### src/hdl/scmc_pkg.sv
`default_nettype none
// ----------------------------------------------------------------------------
// scmc_pkg
// shared constants and opcodes of the stack cpu math coprocessor
// ----------------------------------------------------------------------------
package scmc_pkg;
    localparam int DEF_CELL_WIDTH = 32;
    localparam int SEL_W = 11;
    localparam int OUT_W = 32;

    localparam logic [3:0] OP_MUL = 4'd9;
    localparam logic [3:0] OP_DIV = 4'd10;
    localparam logic [3:0] OP_SHF = 4'd11;
    localparam logic [3:0] OP_COL = 4'd12;

    localparam logic [3:0] RD_STATUS = 4'd1;
    localparam logic [3:0] RD_PHI    = 4'd2;
    localparam logic [3:0] RD_PLO    = 4'd3;
    localparam logic [3:0] RD_QUO    = 4'd4;
    localparam logic [3:0] RD_REM    = 4'd5;
    localparam logic [3:0] RD_SHI    = 4'd6;
    localparam logic [3:0] RD_SLO    = 4'd7;
    localparam logic [3:0] RD_COL    = 4'd8;

    localparam logic [1:0] COL_LOAD  = 2'd0;
    localparam logic [1:0] COL_MONO  = 2'd1;
    localparam logic [1:0] COL_PICK  = 2'd2;
    localparam logic [1:0] COL_BLEND = 2'd3;

    localparam logic [8:0] STATUS_READY = 9'h00F;
    localparam logic [8:0] STATUS_OVF   = 9'h100;
endpackage
`default_nettype wire

### src/hdl/stack_cpu_math_coprocessor.sv
`default_nettype none
// ----------------------------------------------------------------------------
// stack_cpu_math_coprocessor
// shift-add multiply, restoring divide, double-cell shift and colour unit
// ----------------------------------------------------------------------------
// One beat in, at most one beat out. A trigger beat (kind 0) starts an
// operation and gives no result; a read beat (kind 1) returns the part of the
// last result chosen by the last select. Multiply runs 1 to 32 steps through
// a single cell-wide adder; divide runs CELL_WIDTH steps of one restoring
// compare-subtract each; a shift by n moves the double cell one bit per
// cycle; a rotate first reduces its count modulo CELL_WIDTH one bit per
// cycle and then turns the cell one bit per step; a gray blend works
// through its three colour planes in turn; other triggers finish at once.
// A read is answered in the cycle after it is taken, through the output
// register. Input is not taken while an operation runs or a read result
// waits.
module stack_cpu_math_coprocessor #(
    parameter int CELL_WIDTH = scmc_pkg::DEF_CELL_WIDTH
) (
    input  wire logic        aclk,
    input  wire logic        aresetn,
    input  wire logic        s_tvalid,
    output logic             s_tready,
    // tdata: select[10:0], top_cell[42:11], next_cell[74:43], w_cell[106:75]
    input  wire logic [111:0] s_tdata,
    // tuser: kind
    input  wire logic        s_tuser,
    output logic             m_tvalid,
    input  wire logic        m_tready,
    // tdata: read_data[31:0]
    output logic [31:0]      m_tdata
);
    import scmc_pkg::*;

    localparam int CW = CELL_WIDTH;
    localparam int DW = 2 * CW;
    localparam int CNTW = $clog2(DW + 1);

    // shifter modes
    localparam logic [1:0] SH_RIGHT = 2'd0;
    localparam logic [1:0] SH_LEFT  = 2'd1;
    localparam logic [1:0] SH_ARITH = 2'd2;
    localparam logic [1:0] SH_ROT   = 2'd3;

    typedef enum logic [5:0] {
        ST_IDLE   = 6'b000001,
        ST_MUL    = 6'b000010,
        ST_DIV    = 6'b000100,
        ST_SHF    = 6'b001000,
        ST_BLEND  = 6'b010000,
        ST_ROTMOD = 6'b100000
    } state_t;

    state_t state_reg, state_next;

    // input fields
    logic [SEL_W-1:0] in_sel;
    logic [CW-1:0]    in_tos, in_nos, in_w;
    logic             in_kind;
    logic             take;
    assign in_kind = s_tuser;
    assign in_sel  = s_tdata[10:0];
    assign in_tos  = s_tdata[11 +: CW];
    assign in_nos  = s_tdata[43 +: CW];
    assign in_w    = s_tdata[75 +: CW];

    logic [SEL_W-1:0] sel_reg, sel_next;
    logic [DW-1:0]    prod_reg, prod_next;
    logic [DW-1:0]    shf_reg, shf_next;
    logic [CW-1:0]    quo_reg, quo_next, rem_reg, rem_next;
    logic             ovf_reg, ovf_next;
    logic [CW-1:0]    fore_reg, fore_next, back_reg, back_next;
    logic [CW-1:0]    mono_reg, mono_next, pix_reg, pix_next;
    // working registers
    logic [CW-1:0]    mcand_reg, mcand_next, dvs_reg, dvs_next;
    logic [CNTW-1:0]  cnt_reg, cnt_next;
    logic [CNTW-1:0]  rmod_reg, rmod_next;
    logic             signed_reg, signed_next;
    logic [1:0]       shmode_reg, shmode_next;
    logic             out_valid_reg, out_valid_next;
    logic [31:0]      out_data_reg, out_data_next;

    logic             blend_start, blend_done;
    logic [CW-1:0]    blend_res;

    scmc_blend #(.CW(CW)) u_blend (
        .aclk(aclk), .aresetn(aresetn), .start(blend_start),
        .gray(in_tos[3:0]), .fore(fore_reg), .back(back_reg),
        .done(blend_done), .result(blend_res)
    );

    assign s_tready = (state_reg == ST_IDLE) && !out_valid_reg;
    assign take = s_tvalid && s_tready;

    // multiply step
    logic [CW:0]   m_a, m_b, m_sum;
    logic [DW-1:0] mul_step;
    // divide step
    logic [CW:0]   d_try;
    logic          d_ge;
    logic [CW-1:0] d_rem;
    // rotate count reduction step
    logic [CNTW-1:0] r_try, r_new;
    // colour read
    logic [CW-1:0] colour_rd;
    logic [31:0]   read_val;
    logic          wide_count;

    always_comb begin
        m_a = {signed_reg & mcand_reg[CW-1], mcand_reg};
        m_b = {signed_reg & prod_reg[DW-1], prod_reg[DW-1:CW]};
        m_sum = m_a + m_b;
        if (prod_reg[0]) mul_step = {m_sum, prod_reg[CW-1:1]};
        else mul_step = {signed_reg & prod_reg[DW-1], prod_reg[DW-1:1]};
    end

    always_comb begin
        // restoring step: partial remainder rem:quo shifted left one bit
        d_try = {rem_reg, quo_reg[CW-1]} - {1'b0, dvs_reg};
        d_ge = !d_try[CW];
        d_rem = d_ge ? d_try[CW-1:0] : {rem_reg[CW-2:0], quo_reg[CW-1]};
    end

    always_comb begin
        // count modulo cell width, one count bit per cycle from the top
        r_try = {rmod_reg[CNTW-2:0], dvs_reg[CW-1]};
        r_new = (r_try >= CNTW'(CW)) ? r_try - CNTW'(CW) : r_try;
    end

    always_comb begin
        case (sel_reg[7:5])
            3'd0: colour_rd = (pix_reg >> 10) & CW'(8'hFC);
            3'd1: colour_rd = (pix_reg >> 4) & CW'(8'hFC);
            3'd2: colour_rd = (pix_reg << 2) & CW'(8'hFC);
            3'd3: colour_rd = pix_reg;
            3'd4: colour_rd = ((pix_reg >> 10) & CW'(8'hF8)) | ((pix_reg >> 9) & CW'(3'h7));
            3'd5: colour_rd = (pix_reg >> 1) & CW'(8'hFF);
            3'd6: colour_rd = (pix_reg >> 9) & CW'(9'h1FF);
            default: colour_rd = pix_reg & CW'(9'h1FF);
        endcase
        case (sel_reg[3:0])
            RD_STATUS: read_val = 32'({ovf_reg ? STATUS_OVF : 9'h0} | STATUS_READY);
            RD_PHI:    read_val = 32'(prod_reg[DW-1:CW]);
            RD_PLO:    read_val = 32'(prod_reg[CW-1:0]);
            RD_QUO:    read_val = 32'(quo_reg);
            RD_REM:    read_val = 32'(rem_reg);
            RD_SHI:    read_val = 32'(shf_reg[DW-1:CW]);
            RD_SLO:    read_val = 32'(shf_reg[CW-1:0]);
            RD_COL:    read_val = 32'(colour_rd);
            default:   read_val = '0;
        endcase
    end

    assign wide_count = (in_w >= CW'(DW)) || (DW > CW && in_w[CW-1:0] >= CW'(DW));

    always_comb begin
        state_next = state_reg;
        sel_next = sel_reg; prod_next = prod_reg; shf_next = shf_reg;
        quo_next = quo_reg; rem_next = rem_reg; ovf_next = ovf_reg;
        fore_next = fore_reg; back_next = back_reg; mono_next = mono_reg;
        pix_next = pix_reg; mcand_next = mcand_reg; dvs_next = dvs_reg;
        cnt_next = cnt_reg; signed_next = signed_reg; shmode_next = shmode_reg;
        rmod_next = rmod_reg;
        out_valid_next = out_valid_reg; out_data_next = out_data_reg;
        blend_start = 1'b0;
        if (out_valid_reg && m_tready) out_valid_next = 1'b0;
        case (state_reg)
            ST_IDLE: begin
                if (take && in_kind) begin
                    out_valid_next = 1'b1;
                    out_data_next = read_val;
                end else if (take) begin
                    sel_next = in_sel;
                    case (in_sel[4:1])
                        OP_MUL: begin
                            prod_next = {{CW{1'b0}}, in_tos};
                            mcand_next = in_nos;
                            signed_next = in_sel[10];
                            cnt_next = CNTW'(in_sel[9:5]) + CNTW'(1);
                            state_next = ST_MUL;
                        end
                        OP_DIV: begin
                            if (in_w == '0 || in_tos >= in_w) begin
                                quo_next = '1; rem_next = '1; ovf_next = 1'b1;
                            end else begin
                                rem_next = in_tos; quo_next = in_nos;
                                dvs_next = in_w; ovf_next = 1'b0;
                                cnt_next = CNTW'(CW);
                                state_next = ST_DIV;
                            end
                        end
                        OP_SHF: begin
                            if (in_sel[7]) begin
                                shmode_next = SH_ROT;
                                shf_next = {{CW{1'b0}}, in_nos};
                                dvs_next = in_w;
                                rmod_next = '0;
                                cnt_next = CNTW'(CW);
                                state_next = ST_ROTMOD;
                            end else begin
                                shmode_next = in_sel[5] ? SH_LEFT
                                            : (in_sel[6] ? SH_ARITH : SH_RIGHT);
                                shf_next = {in_tos, in_nos};
                                if (wide_count) begin
                                    shf_next = (!in_sel[5] && in_sel[6] && in_tos[CW-1])
                                               ? '1 : '0;
                                end else begin
                                    cnt_next = CNTW'(in_w);
                                    state_next = ST_SHF;
                                end
                            end
                        end
                        OP_COL: begin
                            case (in_sel[6:5])
                                COL_LOAD: begin fore_next = in_tos; back_next = in_nos; end
                                COL_MONO: mono_next = in_w;
                                COL_PICK: begin
                                    pix_next = mono_reg[0] ? fore_reg : back_reg;
                                    mono_next = mono_reg >> 1;
                                end
                                default: begin
                                    blend_start = 1'b1;
                                    state_next = ST_BLEND;
                                end
                            endcase
                        end
                        default: ;
                    endcase
                end
            end
            ST_MUL: begin
                prod_next = mul_step;
                cnt_next = cnt_reg - CNTW'(1);
                if (cnt_reg == CNTW'(1)) state_next = ST_IDLE;
            end
            ST_DIV: begin
                rem_next = d_rem;
                quo_next = {quo_reg[CW-2:0], d_ge};
                cnt_next = cnt_reg - CNTW'(1);
                if (cnt_reg == CNTW'(1)) state_next = ST_IDLE;
            end
            ST_ROTMOD: begin
                rmod_next = r_new;
                dvs_next = dvs_reg << 1;
                cnt_next = cnt_reg - CNTW'(1);
                if (cnt_reg == CNTW'(1)) begin
                    cnt_next = r_new;
                    state_next = ST_SHF;
                end
            end
            ST_SHF: begin
                if (cnt_reg == '0) state_next = ST_IDLE;
                else begin
                    cnt_next = cnt_reg - CNTW'(1);
                    case (shmode_reg)
                        SH_RIGHT: shf_next = {1'b0, shf_reg[DW-1:1]};
                        SH_LEFT:  shf_next = {shf_reg[DW-2:0], 1'b0};
                        SH_ARITH: shf_next = {shf_reg[DW-1], shf_reg[DW-1:1]};
                        default:  shf_next = {{CW{1'b0}}, shf_reg[0], shf_reg[CW-1:1]};
                    endcase
                end
            end
            ST_BLEND: begin
                if (blend_done) begin
                    pix_next = blend_res;
                    state_next = ST_IDLE;
                end
            end
            default: state_next = ST_IDLE;
        endcase
    end

    always_ff @(posedge aclk) begin
        if (!aresetn) begin
            state_reg <= ST_IDLE;
            out_valid_reg <= 1'b0;
            sel_reg <= '0; prod_reg <= '0; shf_reg <= '0; quo_reg <= '0;
            rem_reg <= '0; ovf_reg <= 1'b0; fore_reg <= '0; back_reg <= '0;
            mono_reg <= '0; pix_reg <= '0;
        end else begin
            state_reg <= state_next;
            out_valid_reg <= out_valid_next;
            sel_reg <= sel_next; prod_reg <= prod_next; shf_reg <= shf_next;
            quo_reg <= quo_next; rem_reg <= rem_next; ovf_reg <= ovf_next;
            fore_reg <= fore_next; back_reg <= back_next;
            mono_reg <= mono_next; pix_reg <= pix_next;
        end
        mcand_reg <= mcand_next; dvs_reg <= dvs_next; cnt_reg <= cnt_next;
        rmod_reg <= rmod_next;
        signed_reg <= signed_next; shmode_reg <= shmode_next;
        out_data_reg <= out_data_next;
    end

    assign m_tvalid = out_valid_reg;
    assign m_tdata = out_data_reg;

    // a held result stays put until taken
    assert property (@(posedge aclk) disable iff (!aresetn)
        m_tvalid && !m_tready |=> m_tvalid && $stable(m_tdata))
        else $error("result changed while stalled");
    // no input is taken while an operation runs
    assert property (@(posedge aclk) disable iff (!aresetn)
        state_reg != ST_IDLE |-> !s_tready)
        else $error("ready while busy");
    // a multiply never runs with a zero step count
    assert property (@(posedge aclk) disable iff (!aresetn)
        state_reg == ST_MUL |-> cnt_reg != '0)
        else $error("multiply count underflow");
endmodule
`default_nettype wire

### src/hdl/scmc_blend.sv
`default_nettype none
// ----------------------------------------------------------------------------
// scmc_blend
// serial gray blend: one 6-bit colour plane per cycle through one mixer
// ----------------------------------------------------------------------------
module scmc_blend #(
    parameter int CW = scmc_pkg::DEF_CELL_WIDTH
) (
    input  wire logic          aclk,
    input  wire logic          aresetn,
    input  wire logic          start,
    input  wire logic [3:0]    gray,
    input  wire logic [CW-1:0] fore,
    input  wire logic [CW-1:0] back,
    output logic               done,
    output logic [CW-1:0]      result
);
    import scmc_pkg::*;

    logic [1:0]    plane_reg, plane_next;
    logic          busy_reg, busy_next;
    logic [5:0]    g6_reg, g6_next;
    logic [CW-1:0] f_reg, f_next, b_reg, b_next, acc_reg, acc_next;
    logic [11:0]   mix;
    logic [5:0]    part;
    logic [CW-1:0] part_sh;

    // planes sit at bits 0, 6, 12; CW >= 18 so every plane fits
    always_comb begin
        mix = 12'(f_reg[5:0] * g6_reg) + 12'(b_reg[5:0] * (g6_reg ^ 6'h3F));
        part = mix[11:6];
        part_sh = CW'(part) << (6 * plane_reg);
    end

    always_comb begin
        plane_next = plane_reg;
        busy_next = busy_reg;
        g6_next = g6_reg;
        f_next = f_reg;
        b_next = b_reg;
        acc_next = acc_reg;
        done = 1'b0;
        if (start) begin
            busy_next = 1'b1;
            plane_next = 2'd0;
            g6_next = {gray, gray[3:2]};
            f_next = fore;
            b_next = back;
            acc_next = '0;
        end else if (busy_reg) begin
            acc_next = acc_reg + part_sh;
            f_next = f_reg >> 6;
            b_next = b_reg >> 6;
            plane_next = plane_reg + 2'd1;
            if (plane_reg == 2'd2) begin
                busy_next = 1'b0;
                done = 1'b1;
            end
        end
    end
    assign result = acc_next;

    always_ff @(posedge aclk) begin
        if (!aresetn) begin
            busy_reg <= 1'b0;
            plane_reg <= '0;
        end else begin
            busy_reg <= busy_next;
            plane_reg <= plane_next;
        end
        g6_reg <= g6_next;
        f_reg <= f_next;
        b_reg <= b_next;
        acc_reg <= acc_next;
    end
endmodule
`default_nettype wire
### config.mk
export PLATFORM = sky130hd
export DESIGN_NAME = stack_cpu_math_coprocessor
export DESIGN_NICKNAME = d
export VERILOG_FILES = /design/src/hdl/scmc_pkg.sv /design/src/hdl/stack_cpu_math_coprocessor.sv /design/src/hdl/scmc_blend.sv
export SDC_FILE = /design/constraint.sdc
export NUM_CORES = 2
export LEC_CHECK = 0
export BUFFER_PORTS_ARGS = -buffer_cell sky130_fd_sc_hd__buf_2
export CORE_MARGIN = 4
export CORE_UTILIZATION = 40
export DETAILED_ROUTE_END_ITERATION = 8
export PLACE_DENSITY = 0.53
export SLEW_MARGIN = 20
export SYNTH_ARGS = -nofsm -noshare
export SYNTH_HDL_FRONTEND = slang
export SYNTH_SLANG_ARGS = --single-unit
### constraint.sdc
create_clock -name aclk -period 19.1 [get_ports aclk]
set_input_delay 1.91 -clock aclk [delete_from_list [all_inputs] [get_ports aclk]]
set_output_delay 1.91 -clock aclk [all_outputs]
set_load 0.02 [all_outputs]
==> flow_summary_export.csv <==
group,metric,value,unit
outcome,outcome,"complete, no violations",
power_and_ir_drop,power.leakage,15.0,nW
synth,ys_types,85,
sta,relSlewSlack,0.213,
sta,fin_tns_setup,0,ns
setup_path,cp.arrival,9.19,ns
layout,fin_nets,4205,
floorplan,fp.dieH,299,um
global_route,grt_pass1_vias,28000,
synth,syn_avg_cell_area,8.76,um2
floorplan,dieArea,89300,um2
sta,worst_slew_pin_slew,1.18,ns
sta,setup_viol,0,
synth,synth.most_common_cell,"nand2_1",
layout,fin_cells,5056,
synth,synth_flop_cell,"dfxtp_1",
detailed_routing,via_count,30300,
synth,synth_top_area_cell,"dfxtp_1",
synth,netlist_top_cells_count,"nand2_1 (543), dfxtp_1 (370), a21oi_1 (359), nor2_1 (305), clkbuf_1 (209)",
floorplan,io_pins,151,
synth,syn_nets,4199,
sta,fin_hold_ws,0.466,ns
global_route,grt_max_degree,105,
global_route,grt-ovfl-total,0,
floorplan,coreArea,83700,um2
layout,drive_gt1_frac,0.118,
detailed_routing,detail-route-antenna-nets,0,
setup_path,slowest_delay,0.61,ns
setup_path,crit_fanout,12,
clock_tree,clk_latency,0.62,ns
setup_path,slowest_stage,"edfxtp_1",
layout,fillers,8333,
clock_tree,path_clk_slew,0.06,ns
synth,synth_warnings,0,
hold_path,holdPathEnd,"fore_reg[20]",
setup_path,r2r_slack,10.41,ns
clock_tree,clockRootBuffer,"clkbuf_16",
hold_path,min_from,"fore_reg[20]",
sta,fin_worst_skew,0.0301,ns
placed_design,hpwl,93100,um
synth,synthMuxAreaShare,0.0629,
detailed_routing,first_pass_iters,8,
clock_tree,post_cts_buffers,0,
global_route,grt_antenna_before_repair,6,
clock_tree,cts_max_level,3,
setup_path,r2r-end,"pix_reg[28]",
sta,rsz0062_at_grt,"false",
clock_tree,cts_inserted_buffers,67,
synth,yosys.area_share.adder,0.0924,
sta,fmax,115,MHz
floorplan,initial_utilization,0.404,
synth,synth_cells,3861,
setup_path,crit_top_cell,"fa_1",
detailed_routing,drt-initial-drc-count,3574,
setup_path,path_class,"reg2reg",
synth,synthDominantCellAreaShare,0.219,
synth,synth_edf_count,180,
synth,yosys.area_share.simple,0.165,
hold_path,hold-path-cell-count,2,
synth,ys_seq_area_frac,0.379,
synth,synthTopCellsByArea,"dfxtp_1 (22%), edfxtp_1 (16%), ha_1 (6.4%)",
synth,syn_area,33800,um2
sta,period_minus_slack,8.69,ns
hold_path,worst_hold_path_type,"reg2reg",
global_route,grt_usage,0.287,
sta,hold_viol,0,
detailed_routing,vias_per_cell,6.00,
power_and_ir_drop,ir_drop,0.0740,mV
setup_path,timing.rr.start,"u_blend.g6_reg[1]",
synth,ys_ff_latch,550,
synth,synthXorXnorAreaFrac,0.0248,
floorplan,die_width,299,um
setup_path,end_kind,"register",
synth,synth_top_family_by_area,"compound AO/OA/AOI/OAI gates",
detailed_routing,wire_per_inst,26.2,um
setup_path,worstPathRequired,19.60,ns
synth,synth-compound-area-share,0.224,
power_and_ir_drop,power.density,82.0,nW/um2
clock_tree,hold_buffers,0,
setup_path,cp-start-kind,"register",
placed_design,place_congestion,0.950,
synth,synthArstFlopShare,0,
layout,syn2layout_area_growth,11.6,%
placed_design,port_buffers,145,
clock_tree,cts_tree,"yes",
sta,final-max-slew-violation-count,0,
floorplan,core.rowCount,106,
clock_tree,cts_resized,0,
clock_tree,cts_sinks,550,
global_route,grt_pass1_wl,192000,um
detailed_routing,totalWireLength,132000,um
flow_run,drv_cap,0,
sta,period_share,0.455,
placed_design,dp.cells,4931,
setup_path,r2r_cells,32,
detailed_routing,drc,0,
clock_tree,cts_buffer_depth,3,
-- routing by layer --
metal  GRT usage  wire, um  vias up
li1            -         -    14000
met2       0.443     57800     1296
met1       0.401     57400    14800
met4       0.107      5400        0
met3      0.0531     11800      209
met5           0         0        -
-- per-stage QoR --
step           worst slack [ns]  total power [mW]  utilization  instance area (um2)
6_report                  10.41              3.09        0.451                37700
5_1_grt                    9.81              3.21        0.451                37700
4_1_cts                   10.34              3.11        0.451                37700
3_5_place_dp              10.36              1.79        0.423                35400
3_3_place_gp              10.35              1.78        0.423                35400
2_1_floorplan             11.57              1.61            -                33800
-- critical path: cells and delay by family, from the launching register on --
| family | cells | cell delay (ns) |
|---|---|---|
| flip-flops | 1 | 0.61 |
| buffers and inverters | 4 | 0.23 |
| AND/OR/NAND/NOR | 7 | 1.08 |
| XOR/XNOR | 1 | 0.17 |
| multiplexers | 1 | 0.36 |
| adder cells (fa/ha/maj) | 7 | 3.14 |
| AO/OA/AOI/OAI | 12 | 3.02 |
-- layout make-up --
| type | count | area (um2) | share of cell area |
|---|---|---|---|
| clock inverters | 19 | 230 | 0.00610 |
| repair buffers | 200 | 1160 | 0.0309 |
| diodes | 1 | 2.50 | 0.0000663 |
| clock buffers | 104 | 2030 | 0.0539 |
| flip-flops and latches | 550 | 12800 | 0.340 |
| well taps | 1134 | 1420 | 0.0376 |
| multi-input cells | 2866 | 19400 | 0.514 |
| inverters | 182 | 688 | 0.0182 |
-- report_power, final --
group	internal (mW)	switching (mW)	leakage [nW]
Combinational	0.159	0.311	9.30
Sequential	1.26	0.0423	4.62
Clock	0.791	0.535	1.11
-- kinds of logic (layout without fill, tap and decap cells) --
kind of cell | after synthesis | after routing
flip-flops | 550 | 550
XOR/XNOR | 95 | 95
AO/OA/AOI/OAI | 1116 | 1116
adder cells (fa/ha/maj) | 221 | 221
buffers and inverters | 445 | 505
other | 0 | 1
multiplexers | 198 | 198
AND/OR/NAND/NOR | 1236 | 1236
-- cell usage in the layout (no fill, tap or decap), types with 39 or more instances in the layout --
cell       netlist  layout
a211oi_1        54      54
a21o_1          64      64
a21oi_1        359     358
and2_1          41      39
buf_2           35     144
buf_4            3      54
clkbuf_16        0      73
dfxtp_1        370     366
edfxtp_1       180     180
fa_1            48      48
ha_1           173     172
inv_1          180     178
mux2_2          67      67
mux2i_1        126     126
nand2_1        543     541
nand3_1         76      76
nor2_1         305     299
nor2b_1         49      49
nor3_1          58      54
o211ai_1        80      80
o21ai_0        142     141
o221ai_1        67      67
xnor2_1         64      64
-- how the worst max path moves through the flow --
stage                           start  slack (ns)  cells past startpoint           to
floorplan           u_blend.g6_reg[1]       11.57                     32  pix_reg[28]
global placement    u_blend.g6_reg[4]       10.35                     31  pix_reg[28]
detailed placement  u_blend.g6_reg[1]       10.36                     32  pix_reg[28]
CTS                 u_blend.g6_reg[1]       10.34                     32  pix_reg[28]
global route        u_blend.g6_reg[1]        9.81                     32  pix_reg[28]
finish              u_blend.g6_reg[1]       10.41                     32  pix_reg[28]
No activity file was read; power rests on OpenSTA's default activity.
